$ cat src/rtl/core/fat12_rdl_pkg.sv
// Package for the FAT12 root directory lookup block.
// Holds the item types, status codes, register indexes and fixed constants.
// No dependencies.
package fat12_rdl_pkg;

   localparam int unsigned SECTOR_BYTES = 512;
   localparam int unsigned COPY_W = 10;
   localparam int unsigned ENTRY_SHIFT = 4;
   localparam int unsigned CSR_ADDR_W = 6;
   localparam int unsigned CSR_DATA_W = 64;

   localparam logic [7:0] MARK_DELETED = 8'hE5;
   localparam logic [7:0] MARK_END = 8'h00;
   localparam int unsigned ATTR_VOLUME_BIT = 3;

   localparam logic [63:0] NAME_BASE_RESET = 64'h2020202020202020;
   localparam logic [23:0] NAME_EXT_RESET = 24'h202020;
   localparam logic [17:0] FIRST_DATA_SECTOR_RESET = 18'd33;
   localparam logic [7:0] CLUSTER_SECTORS_RESET = 8'd1;
   localparam logic [15:0] ROOT_ENTRY_LIMIT_RESET = 16'd224;
   localparam logic [15:0] BUFFER_LENGTH_RESET = 16'd512;

   typedef enum logic [2:0] {
      STATUS_CONTINUE = 3'd0,
      STATUS_FOUND = 3'd1,
      STATUS_END = 3'd2,
      STATUS_EXHAUSTED = 3'd3,
      STATUS_FINISHED = 3'd4
   } status_type;

   typedef enum logic [2:0] {
      REG_NAME_BASE = 3'd0,
      REG_NAME_EXT = 3'd1,
      REG_FIRST_DATA_SECTOR = 3'd2,
      REG_CLUSTER_SECTORS = 3'd3,
      REG_ROOT_ENTRY_LIMIT = 3'd4,
      REG_BUFFER_LENGTH = 3'd5
   } reg_index_type;

   typedef struct packed {
      logic        first_entry;
      logic [63:0] entry_name;
      logic [23:0] entry_ext;
      logic [7:0]  attributes;
      logic [15:0] first_cluster;
      logic [31:0] size_bytes;
   } req_type;

   typedef struct packed {
      logic [2:0]        status;
      logic [31:0]       data_sector;
      logic [COPY_W-1:0] copy_length;
      logic [15:0]       entry_index;
   } rsp_type;

endpackage

$ cat src/rtl/core/fat12_root_dir_lookup.sv
// FAT12 root directory lookup: input register, compare and sector math, result register.
// Depends on fat12_rdl_pkg.
//
// Usage:
//   req channel (req_valid/req_ready/req_item): one 32-byte root directory entry per
//   item, already split into fields. first_entry set starts a new search.
//   rsp channel (rsp_valid/rsp_ready/rsp_item): exactly one result item per entry,
//   in order: status, data sector of the start cluster, copy length, entry index.
//   csr port: APB-style, 64-bit data, register i at byte address 8*i; writes land
//   at the access cycle, pready is always high. Write only while the block is idle.
// Timing:
//   On acceptance the item is loaded into the input register; the result register
//   is then loaded from it through the compare and the 32x8 cluster multiply once
//   it is free. Throughput: one item per cycle while rsp_ready is high; the search state
//   (entry counter, finished flag) is updated as each item enters the result register.
// Reset:
//   Synchronous, active high. Clears both pipeline valid bits, the entry counter
//   and the finished flag, and loads the register defaults.
// Stall:
//   While rsp_ready is low the result holds; the input register still takes one
//   more item, after which req_ready drops until the result is taken.
module fat12_root_dir_lookup (
   input  logic                                  clock,
   input  logic                                  reset,
   input  logic                                  req_valid,
   output logic                                  req_ready,
   input  fat12_rdl_pkg::req_type                req_item,
   output logic                                  rsp_valid,
   input  logic                                  rsp_ready,
   output fat12_rdl_pkg::rsp_type                rsp_item,
   input  logic                                  psel,
   input  logic                                  penable,
   input  logic                                  pwrite,
   input  logic [fat12_rdl_pkg::CSR_ADDR_W-1:0]  paddr,
   input  logic [fat12_rdl_pkg::CSR_DATA_W-1:0]  pwdata,
   output logic [fat12_rdl_pkg::CSR_DATA_W-1:0]  prdata,
   output logic                                  pready
);

   localparam int unsigned CW = fat12_rdl_pkg::COPY_W;

   logic [63:0] name_base_ff;
   logic [23:0] name_ext_ff;
   logic [17:0] first_data_sector_ff;
   logic [7:0]  cluster_sectors_ff;
   logic [15:0] root_entry_limit_ff;
   logic [15:0] buffer_length_ff;

   logic                   s1_valid_ff;
   fat12_rdl_pkg::req_type s1_item_ff;
   logic                   rsp_valid_ff;
   fat12_rdl_pkg::rsp_type rsp_item_ff;
   fat12_rdl_pkg::rsp_type rsp_item_in;
   logic [15:0]            counter_ff;
   logic [15:0]            counter_in;
   logic                   finished_ff;
   logic                   finished_in;

   logic                         rsp_load;
   logic                         req_take;
   logic                         csr_write;
   fat12_rdl_pkg::reg_index_type csr_index;

   logic [15:0] idx;
   logic        fin_now;
   logic [12:0] sectors_rounded;
   logic [16:0] total;
   logic        name_match;
   logic [7:0]  first_byte;
   logic [31:0] cluster_off;
   logic [31:0] sector_prod;
   logic [31:0] sector;
   logic [CW-1:0] buf_cap;
   logic [CW-1:0] copy;

   assign rsp_load = s1_valid_ff && (!rsp_valid_ff || rsp_ready);
   assign req_ready = !s1_valid_ff || rsp_load;
   assign req_take = req_valid && req_ready;
   assign rsp_valid = rsp_valid_ff;
   assign rsp_item = rsp_item_ff;

   assign pready = 1'b1;
   assign csr_write = psel && penable && pwrite;
   assign csr_index = fat12_rdl_pkg::reg_index_type'(paddr[5:3]);

   always_comb begin
      unique case (csr_index)
         fat12_rdl_pkg::REG_NAME_BASE: prdata = name_base_ff;
         fat12_rdl_pkg::REG_NAME_EXT: prdata = {40'd0, name_ext_ff};
         fat12_rdl_pkg::REG_FIRST_DATA_SECTOR: prdata = {46'd0, first_data_sector_ff};
         fat12_rdl_pkg::REG_CLUSTER_SECTORS: prdata = {56'd0, cluster_sectors_ff};
         fat12_rdl_pkg::REG_ROOT_ENTRY_LIMIT: prdata = {48'd0, root_entry_limit_ff};
         fat12_rdl_pkg::REG_BUFFER_LENGTH: prdata = {48'd0, buffer_length_ff};
         default: prdata = '0;
      endcase
   end

   always_ff @(posedge clock) begin
      if (reset) begin
         name_base_ff <= fat12_rdl_pkg::NAME_BASE_RESET;
         name_ext_ff <= fat12_rdl_pkg::NAME_EXT_RESET;
         first_data_sector_ff <= fat12_rdl_pkg::FIRST_DATA_SECTOR_RESET;
         cluster_sectors_ff <= fat12_rdl_pkg::CLUSTER_SECTORS_RESET;
         root_entry_limit_ff <= fat12_rdl_pkg::ROOT_ENTRY_LIMIT_RESET;
         buffer_length_ff <= fat12_rdl_pkg::BUFFER_LENGTH_RESET;
      end else if (csr_write) begin
         unique case (csr_index)
            fat12_rdl_pkg::REG_NAME_BASE: name_base_ff <= pwdata;
            fat12_rdl_pkg::REG_NAME_EXT: name_ext_ff <= pwdata[23:0];
            fat12_rdl_pkg::REG_FIRST_DATA_SECTOR: first_data_sector_ff <= pwdata[17:0];
            fat12_rdl_pkg::REG_CLUSTER_SECTORS: cluster_sectors_ff <= pwdata[7:0];
            fat12_rdl_pkg::REG_ROOT_ENTRY_LIMIT: root_entry_limit_ff <= pwdata[15:0];
            fat12_rdl_pkg::REG_BUFFER_LENGTH: buffer_length_ff <= pwdata[15:0];
            default: ;
         endcase
      end
   end

   // search state as seen by the entry in the input register
   always_comb begin
      idx = s1_item_ff.first_entry ? 16'd0 : counter_ff;
      fin_now = s1_item_ff.first_entry ? 1'b0 : finished_ff;
      sectors_rounded = 13'((17'(root_entry_limit_ff) + 17'd15) >> fat12_rdl_pkg::ENTRY_SHIFT);
      total = {sectors_rounded, 4'd0};
      first_byte = s1_item_ff.entry_name[63:56];
      name_match = (first_byte != fat12_rdl_pkg::MARK_DELETED)
         && !s1_item_ff.attributes[fat12_rdl_pkg::ATTR_VOLUME_BIT]
         && (s1_item_ff.entry_name == name_base_ff)
         && (s1_item_ff.entry_ext == name_ext_ff);
      cluster_off = {16'd0, s1_item_ff.first_cluster} - 32'd2;
      sector_prod = cluster_off * {24'd0, cluster_sectors_ff};
      sector = sector_prod + {14'd0, first_data_sector_ff};
      buf_cap = (buffer_length_ff > 16'(fat12_rdl_pkg::SECTOR_BYTES))
         ? CW'(fat12_rdl_pkg::SECTOR_BYTES) : buffer_length_ff[CW-1:0];
      copy = (s1_item_ff.size_bytes < 32'(buf_cap)) ? s1_item_ff.size_bytes[CW-1:0] : buf_cap;
   end

   always_comb begin
      rsp_item_in.status = fat12_rdl_pkg::STATUS_CONTINUE;
      rsp_item_in.data_sector = '0;
      rsp_item_in.copy_length = '0;
      rsp_item_in.entry_index = idx;
      counter_in = idx;
      finished_in = fin_now;
      if (fin_now) begin
         rsp_item_in.status = fat12_rdl_pkg::STATUS_FINISHED;
      end else if (total == 17'd0) begin
         rsp_item_in.status = fat12_rdl_pkg::STATUS_EXHAUSTED;
         finished_in = 1'b1;
      end else begin
         if (first_byte == fat12_rdl_pkg::MARK_END) begin
            rsp_item_in.status = fat12_rdl_pkg::STATUS_END;
         end else if (name_match) begin
            rsp_item_in.status = fat12_rdl_pkg::STATUS_FOUND;
            rsp_item_in.data_sector = sector;
            rsp_item_in.copy_length = copy;
         end else if (17'(idx) == total - 17'd1) begin
            rsp_item_in.status = fat12_rdl_pkg::STATUS_EXHAUSTED;
         end
         if (rsp_item_in.status != fat12_rdl_pkg::STATUS_CONTINUE) begin
            finished_in = 1'b1;
         end
         counter_in = idx + 16'd1;
      end
   end

   always_ff @(posedge clock) begin
      if (reset) begin
         s1_valid_ff <= 1'b0;
         rsp_valid_ff <= 1'b0;
         counter_ff <= '0;
         finished_ff <= 1'b0;
      end else begin
         if (req_ready) begin
            s1_valid_ff <= req_valid;
         end
         if (rsp_load) begin
            rsp_valid_ff <= 1'b1;
            counter_ff <= counter_in;
            finished_ff <= finished_in;
         end else if (rsp_ready) begin
            rsp_valid_ff <= 1'b0;
         end
      end
   end

   always_ff @(posedge clock) begin
      if (req_take) begin
         s1_item_ff <= req_item;
      end
      if (rsp_load) begin
         rsp_item_ff <= rsp_item_in;
      end
   end

`ifndef SYNTHESIS
   assert property (@(posedge clock) disable iff (reset)
      rsp_load && (rsp_item_in.status != fat12_rdl_pkg::STATUS_CONTINUE) |=> finished_ff)
      else $error("search did not end after a final status");

   assert property (@(posedge clock) disable iff (reset)
      rsp_load && (rsp_item_in.status == fat12_rdl_pkg::STATUS_FINISHED) |=> $stable(counter_ff))
      else $error("entry counter moved on an ignored item");

   assert property (@(posedge clock) disable iff (reset)
      rsp_valid_ff && (rsp_item_ff.status != fat12_rdl_pkg::STATUS_FOUND)
      |-> (rsp_item_ff.data_sector == 32'd0) && (rsp_item_ff.copy_length == '0))
      else $error("sector or length reported without a match");

   assert property (@(posedge clock) disable iff (reset)
      rsp_valid_ff |-> (32'(rsp_item_ff.copy_length) <= fat12_rdl_pkg::SECTOR_BYTES))
      else $error("copy length exceeds one sector");

   assert property (@(posedge clock) disable iff (reset)
      !req_ready |-> s1_valid_ff && rsp_valid_ff && !rsp_ready)
      else $error("input stalled without a full pipeline");
`endif

endmodule
$ cat config.mk
export PLATFORM = sky130hd
export DESIGN_NAME = fat12_root_dir_lookup
export DESIGN_NICKNAME = d
export VERILOG_FILES = /design/src/rtl/core/fat12_rdl_pkg.sv /design/src/rtl/core/fat12_root_dir_lookup.sv
export SDC_FILE = /design/constraint.sdc
export NUM_CORES = 1
export LEC_CHECK = 0
export ABC_AREA = 1
export BUFFER_PORTS_ARGS = -buffer_cell sky130_fd_sc_hd__buf_4
export CAP_MARGIN = 30
export CORE_ASPECT_RATIO = 1.75
export CORE_MARGIN = 2
export CORE_UTILIZATION = 58
export DETAILED_ROUTE_END_ITERATION = 12
export PLACE_DENSITY_LB_ADDON = 0.25
export SYNTH_ARGS = -nofsm -noshare
export SYNTH_HDL_FRONTEND = slang
export SYNTH_SLANG_ARGS = --single-unit
$ cat constraint.sdc
create_clock -name clock -period 6.9 [get_ports clock]
set_input_delay 0.69 -clock clock [delete_from_list [all_inputs] [get_ports clock]]
set_output_delay 0.69 -clock clock [all_outputs]
set_load 0.1 [all_outputs]
# == Word-level counts from Yosys, hierarchy flattened ==
# Index checks and enable logic that the tools add are counted.
# W data, S select, Z words.
# word_totals
reg_bits,367
in_bits,222
output_inout_bits,128
word_cells,80
# classes
addsub,5
mul,1
magnitude_cmp,2
n_eq_ne,9
n_mux,18
bitwise_logic,1
n_reduce_logical,24
# ops
op,count
$pmux W64 S6,1
$eq A64 B64 Y1,1
$mux W16,3
$lt A32 B10 Y1,1
$add A26 B19 Y27,1
$mul A17 B9 Y26,1
$eq A24 B24 Y1,1
$mux W10,2
$add A16 B4 Y17 const B,1
$eq A16 B17 Y1,1
$logic_not A17 Y1,1
$sub A16 B2 Y17 const B,1
$sub A17 B1 Y17 const B,1
$add A16 B1 Y16 const B,1
$gt A16 B10 Y1 const B,1
$mux W3,5
$reduce_and A2 Y1,6
$logic_not A8 Y1,1
$ne A8 B8 Y1 const B,1
$logic_and A1 B1 Y1,7
$eq A3 B2 Y1 const B,2
$eq A3 B3 Y1 const B,2
$mux W1,6
$reduce_or A4 Y1,1
other kinds (8),11

# == Depth between registers and ports, before layout ==
# depth
depth_word,12
mapped_depth,33
depth_no_buf,33

# == Worst setup path after synthesis ==
# No wires, ideal clock.
# synth_path
path_kind,register to register
start,register s1_item_ff[33] (netlist name)
end,register rsp_item_ff (netlist bit rsp_item[50]) (data pin)
setup_ns,0.253
arrival_ns,5.803
t_required_ns,6.647
setup_slack_ns,0.844
stages_incl_launch_ff,31
n_path_buf,1
period_less_slack_ns,6.056
cell_sequence,edfxtp_1 > clkbuf_1 > inv_1 > ha_1 > inv_1 > nor2_1 > inv_1 > nor2_1 > or2_2 > nand2_1 > inv_1 > nand2_1 > fa_1 > inv_1 > fa_1 > fa_1 > fa_1 > inv_1 > fa_1 > inv_1 > ha_1 > nand2_1 > nor2_1 > nand4_1 > o21ai_0 > a21oi_1 > o21bai_1 > a31o_2 > nand2_1 > nand2_1 > nor2_1
# synth_between
elab_chain_cells,3
# synth_rtl
item,line,rtl
from (decl),fat12_root_dir_lookup.sv:50,fat12_rdl_pkg::req_type s1_item_ff;
from (signal assigned),fat12_root_dir_lookup.sv:189,s1_item_ff <= req_item;
$sub A16 B2 Y17,fat12_root_dir_lookup.sv:130,"cluster_off = {16'd0, s1_item_ff.first_cluster} - 32'd2;"
$mul A17 B9 Y26,fat12_root_dir_lookup.sv:131,"sector_prod = cluster_off * {24'd0, cluster_sectors_ff};"
$add A26 B19 Y27,fat12_root_dir_lookup.sv:132,"sector = sector_prod + {14'd0, first_data_sector_ff};"
to (signal assigned),fat12_root_dir_lookup.sv:192,rsp_item_ff <= rsp_item_in;
to (decl),fat12_root_dir_lookup.sv:52,fat12_rdl_pkg::rsp_type rsp_item_ff;
# Every way passes these cells.
# A chain may end at the register's enable or synchronous reset.

# == Worst setup path in the final report ==
# layout_path
start,register s1_item_ff[35] (netlist name)
end,register rsp_item_ff (netlist bit rsp_item[50]) (data pin)
# The elaborated chain is that of the path after synthesis.

==> run metrics <==
core area 36,700 um2; Arr. time, crit path 6.74 ns; GR Overflow Total 0; R2R depth 28; WHS Endpoint s1_item_ff[144]$_DFFE_PP_; die height 259 um; Iter 0 DRT Violations 1,150; final worst setup slack 0.460 ns; CP Data Required Time 7.20 ns; GRT Resource Usage Total 33.9%; n_diodes 0; CTS tree done; Worst Path Max Fanout 6; status complete, no violations; Leakage 11.5 nW; Post-DP Area 24,400 um2; met3 WL 4.42 mm; Hold Path Class input port to flop; largest family of logic cells by synthesized area simple AND/OR/NAND/NOR gates; Bufs on Longest Clock Path 3; Max stage delay cell, worst path fa_1; io pins 350; vias in the first global route 18.7k; Worst Tran Pin Value 1.12 ns; FF-to-FF End rsp_item[50]$_SDFFCE_PP0P_; post-synthesis compound-gate area fraction 11.7%; Tmin final 6.44 ns; GP Congestion 0.973; CTS Hold Buffers Added 0; CTS Buf Count 34; Final Cell Area 25,700 um2; Routed met1 length 21.8 mm; Port Buffers 338; H-tree Lvls 2; Highest Signal Layer met4; P&R area growth vs syn 19.5%; Filler Cell Count 2,893; Critical Path End Type flop; dpl ws 0.395 ns; largest area contributor in the synthesized netlist edfxtp_1; Tcrit/Tclk final 93.3%; ys flop type edfxtp_1; Synth Net Count 2,914; sum of negative setup slack 0 ns; Yosys top cell area share 27.1%; worst skew pair latency 0.56 ns; met2 WL 33.8 mm; Unique masters post-synth 62; final net count 3,231; Wirelength per Cell 19.7 um; critical path's most frequent cell nand2_1; Netlist Area Pre-Place 21,500 um2; Ys Warns 0; Syn Inst Count 2,488; vias per cell 5.60; Max-slew headroom 24.7%; post-synthesis mux area share 0%; Synth Area in XOR/XNOR 2.33%; Die ar. 38,600 um2; RSZ-0062 raised after global routing false; sequential element share of the synthesized area 42.5%; Post-DP HPWL 50.7 mm; register area 9130 um2; Fin Hold WS 0.308 ns; CP Launch Type flop; Initial Utilization 58.6%; min-delay src req_item[144]; Simple-Gate Fraction of Synth Area 18.7%; synthesized flop and latch total 359; Root Driver clkbuf_16; Avg Synthesized Cell Area 8.63 um2; drt drc 0; Vias 18.5k; first-pass GRT wire length 99.9 mm; largest net degree at the start of global routing 89; EDFF count, synth 194; maxcap violations 0; FP Rows 93; antenna-violating nets left 0; Multi-input gate area 10,500 um2; drt pass-1 iters 7; Clk pin slew, worst setup/hold paths 0.07 ns; final hold vios 0; share of cells above drive strength 1 17.3%; Fmax achieved 155 MHz; initial antenna violation count 0; max-slew violation count 0; Layout Skew 0.0232 ns; CP max stage delay 0.62 ns; Crit Path Class flop to flop; Synth Area in Adders 16.2%; hold path cells 1; pwr dens 198 nW/um2; r2r setup slk 0.46 ns; CTS Sinks 359; Synth area leaders edfxtp_1, dfxtp_1, fa_1, nand2_1, inv_1; Worst VDD drop 206 uV; Die W 149 um; Post-Route WL 65.2 mm; async set-reset flop share out of synthesis 0%; total power 5.09 mW; Crit Reg-Reg Startpoint s1_item_ff[35]$_DFFE_PP_; final setup fails 0
## kinds of logic after synthesis
group / count (synthesis)
AOI/OAI and AO/OA: 452
xor gates and xnor gates: 57
adders and majority gates: 204
buffers and inverters: 474
DFF: 359
other: 1
and+or+nand+nor: 941
## area by class of cell
class / instances / share of cell area, %
inverters: 390 / 5.76
well taps: 475 / 2.32
repair buffers: 365 / 10.8
flip-flops and latches: 359 / 35.6
clock inverters: 18 / 0.766
multi-input cells: 1655 / 41.0
clock buffers: 44 / 3.79
## worst max-delay path: cells and delay by family (launching register included)
kind,cells,cell delay (ns)
buffers and inverters,5,0.42
DFF,1,0.42
adders and majority gates,6,3.02
AOI/OAI and AO/OA,4,0.87
and+or+nand+nor,13,1.47
## state kept, by name (all words and copies together) (netlist names)
name / count
buffer_length_ff: 16
cluster_sectors_ff: 8
counter_ff: 16
finished_ff: 1
first_byte: 8
first_data_sector_ff: 18
name_base_ff: 64
name_ext_ff: 24
root_entry_limit_ff: 16
rsp_item: 56
rsp_valid: 1
s1_item_ff: 130
s1_valid_ff: 1
## synth_stat cells (5+ instances only)
cell type	instances
o21ai_1	16
a221oi_1	9
dfxtp_1	165
nand2_2	9
nor2_1	329
a211oi_1	7
nor4_1	27
o22ai_1	29
a21oi_1	160
o2111ai_1	6
clkbuf_1	68
nor3b_1	5
nand4_1	17
o21bai_1	6
nand2_1	417
buf_4	7
o21ai_0	182
edfxtp_1	194
xnor2_1	18
nor2_2	8
or2_2	17
o211ai_1	5
ha_1	80
fa_1	124
xor2_1	39
clkinv_1	5
inv_1	380
o221ai_1	13
nor3_1	27
nand3_1	62
## stage by stage
step / utilization [%] / std cells
global placement: 66.7 / 3243
global route: 70.0 / 3306
finish: 70.0 / 3306
floorplan: - / 2488
detailed placement: 66.7 / 3243
CTS: 69.9 / 3305
## power by group
part	switching [mW]	internal [mW]	leakage, nW	total, mW
Clock	0.855	1.13	0.582	1.98
Sequential	0.0448	2.33	3.18	2.38
Combinational	0.494	0.233	7.76	0.727
## layer usage
metal	up-vias	GRT usage [%]
li1	8751	-
met1	8742	34.9
met2	811	61.0
met3	218	6.18
met4	0	23.7
met5	-	0
## worst max-delay path by stage
stage                        startpoint  cells past startpoint                          to  slack [ns]
2_1_floorplan  s1_item_ff[33]$_DFFE_PP_                     30  rsp_item[50]$_SDFFCE_PP0P_        0.84
3_3_place_gp   s1_item_ff[35]$_DFFE_PP_                     33  rsp_item[47]$_SDFFCE_PP0P_        0.49
3_5_place_dp   s1_item_ff[35]$_DFFE_PP_                     28  rsp_item[49]$_SDFFCE_PP0P_        0.40
4_1_cts        s1_item_ff[35]$_DFFE_PP_                     33  rsp_item[47]$_SDFFCE_PP0P_        0.39
5_1_grt        s1_item_ff[33]$_DFFE_PP_                     29  rsp_item[50]$_SDFFCE_PP0P_        0.02
6_report       s1_item_ff[35]$_DFFE_PP_                     28  rsp_item[50]$_SDFFCE_PP0P_        0.46
## cells in the final DEF (no fill, tap or decap), types with 4 or more instances in the layout
cell,Yosys,routed
a21oi_1,160,159
dfxtp_1,165,165
a21o_1,4,4
ha_1,80,80
o21ai_0,182,182
xor2_1,39,39
nand3_1,62,62
o21bai_1,6,5
or2_2,17,17
clkinv_1,5,4
fa_1,124,123
nand4_1,17,17
nor2_1,329,329
clkbuf_1,68,5
inv_1,380,377
nor4_1,27,27
o2111ai_1,6,6
o211ai_1,5,5
o21ai_1,16,16
nor2_2,8,8
a221oi_1,9,9
clkinv_2,0,11
nand2_1,417,416
buf_4,7,364
nand2_2,9,10
nor3b_1,5,5
o221ai_1,13,13
nor3_1,27,26
xnor2_1,18,18
o22ai_1,29,29
edfxtp_1,194,194
a211oi_1,7,7
clkbuf_16,0,37
inv_2,3,5
## repair_timing
action | in CTS | in global routing
setup endpoints to repair | 0 | 5
setup buffers | 0 | 0
gates resized for setup | 0 | 4
(Power assumes the default switching activity.)
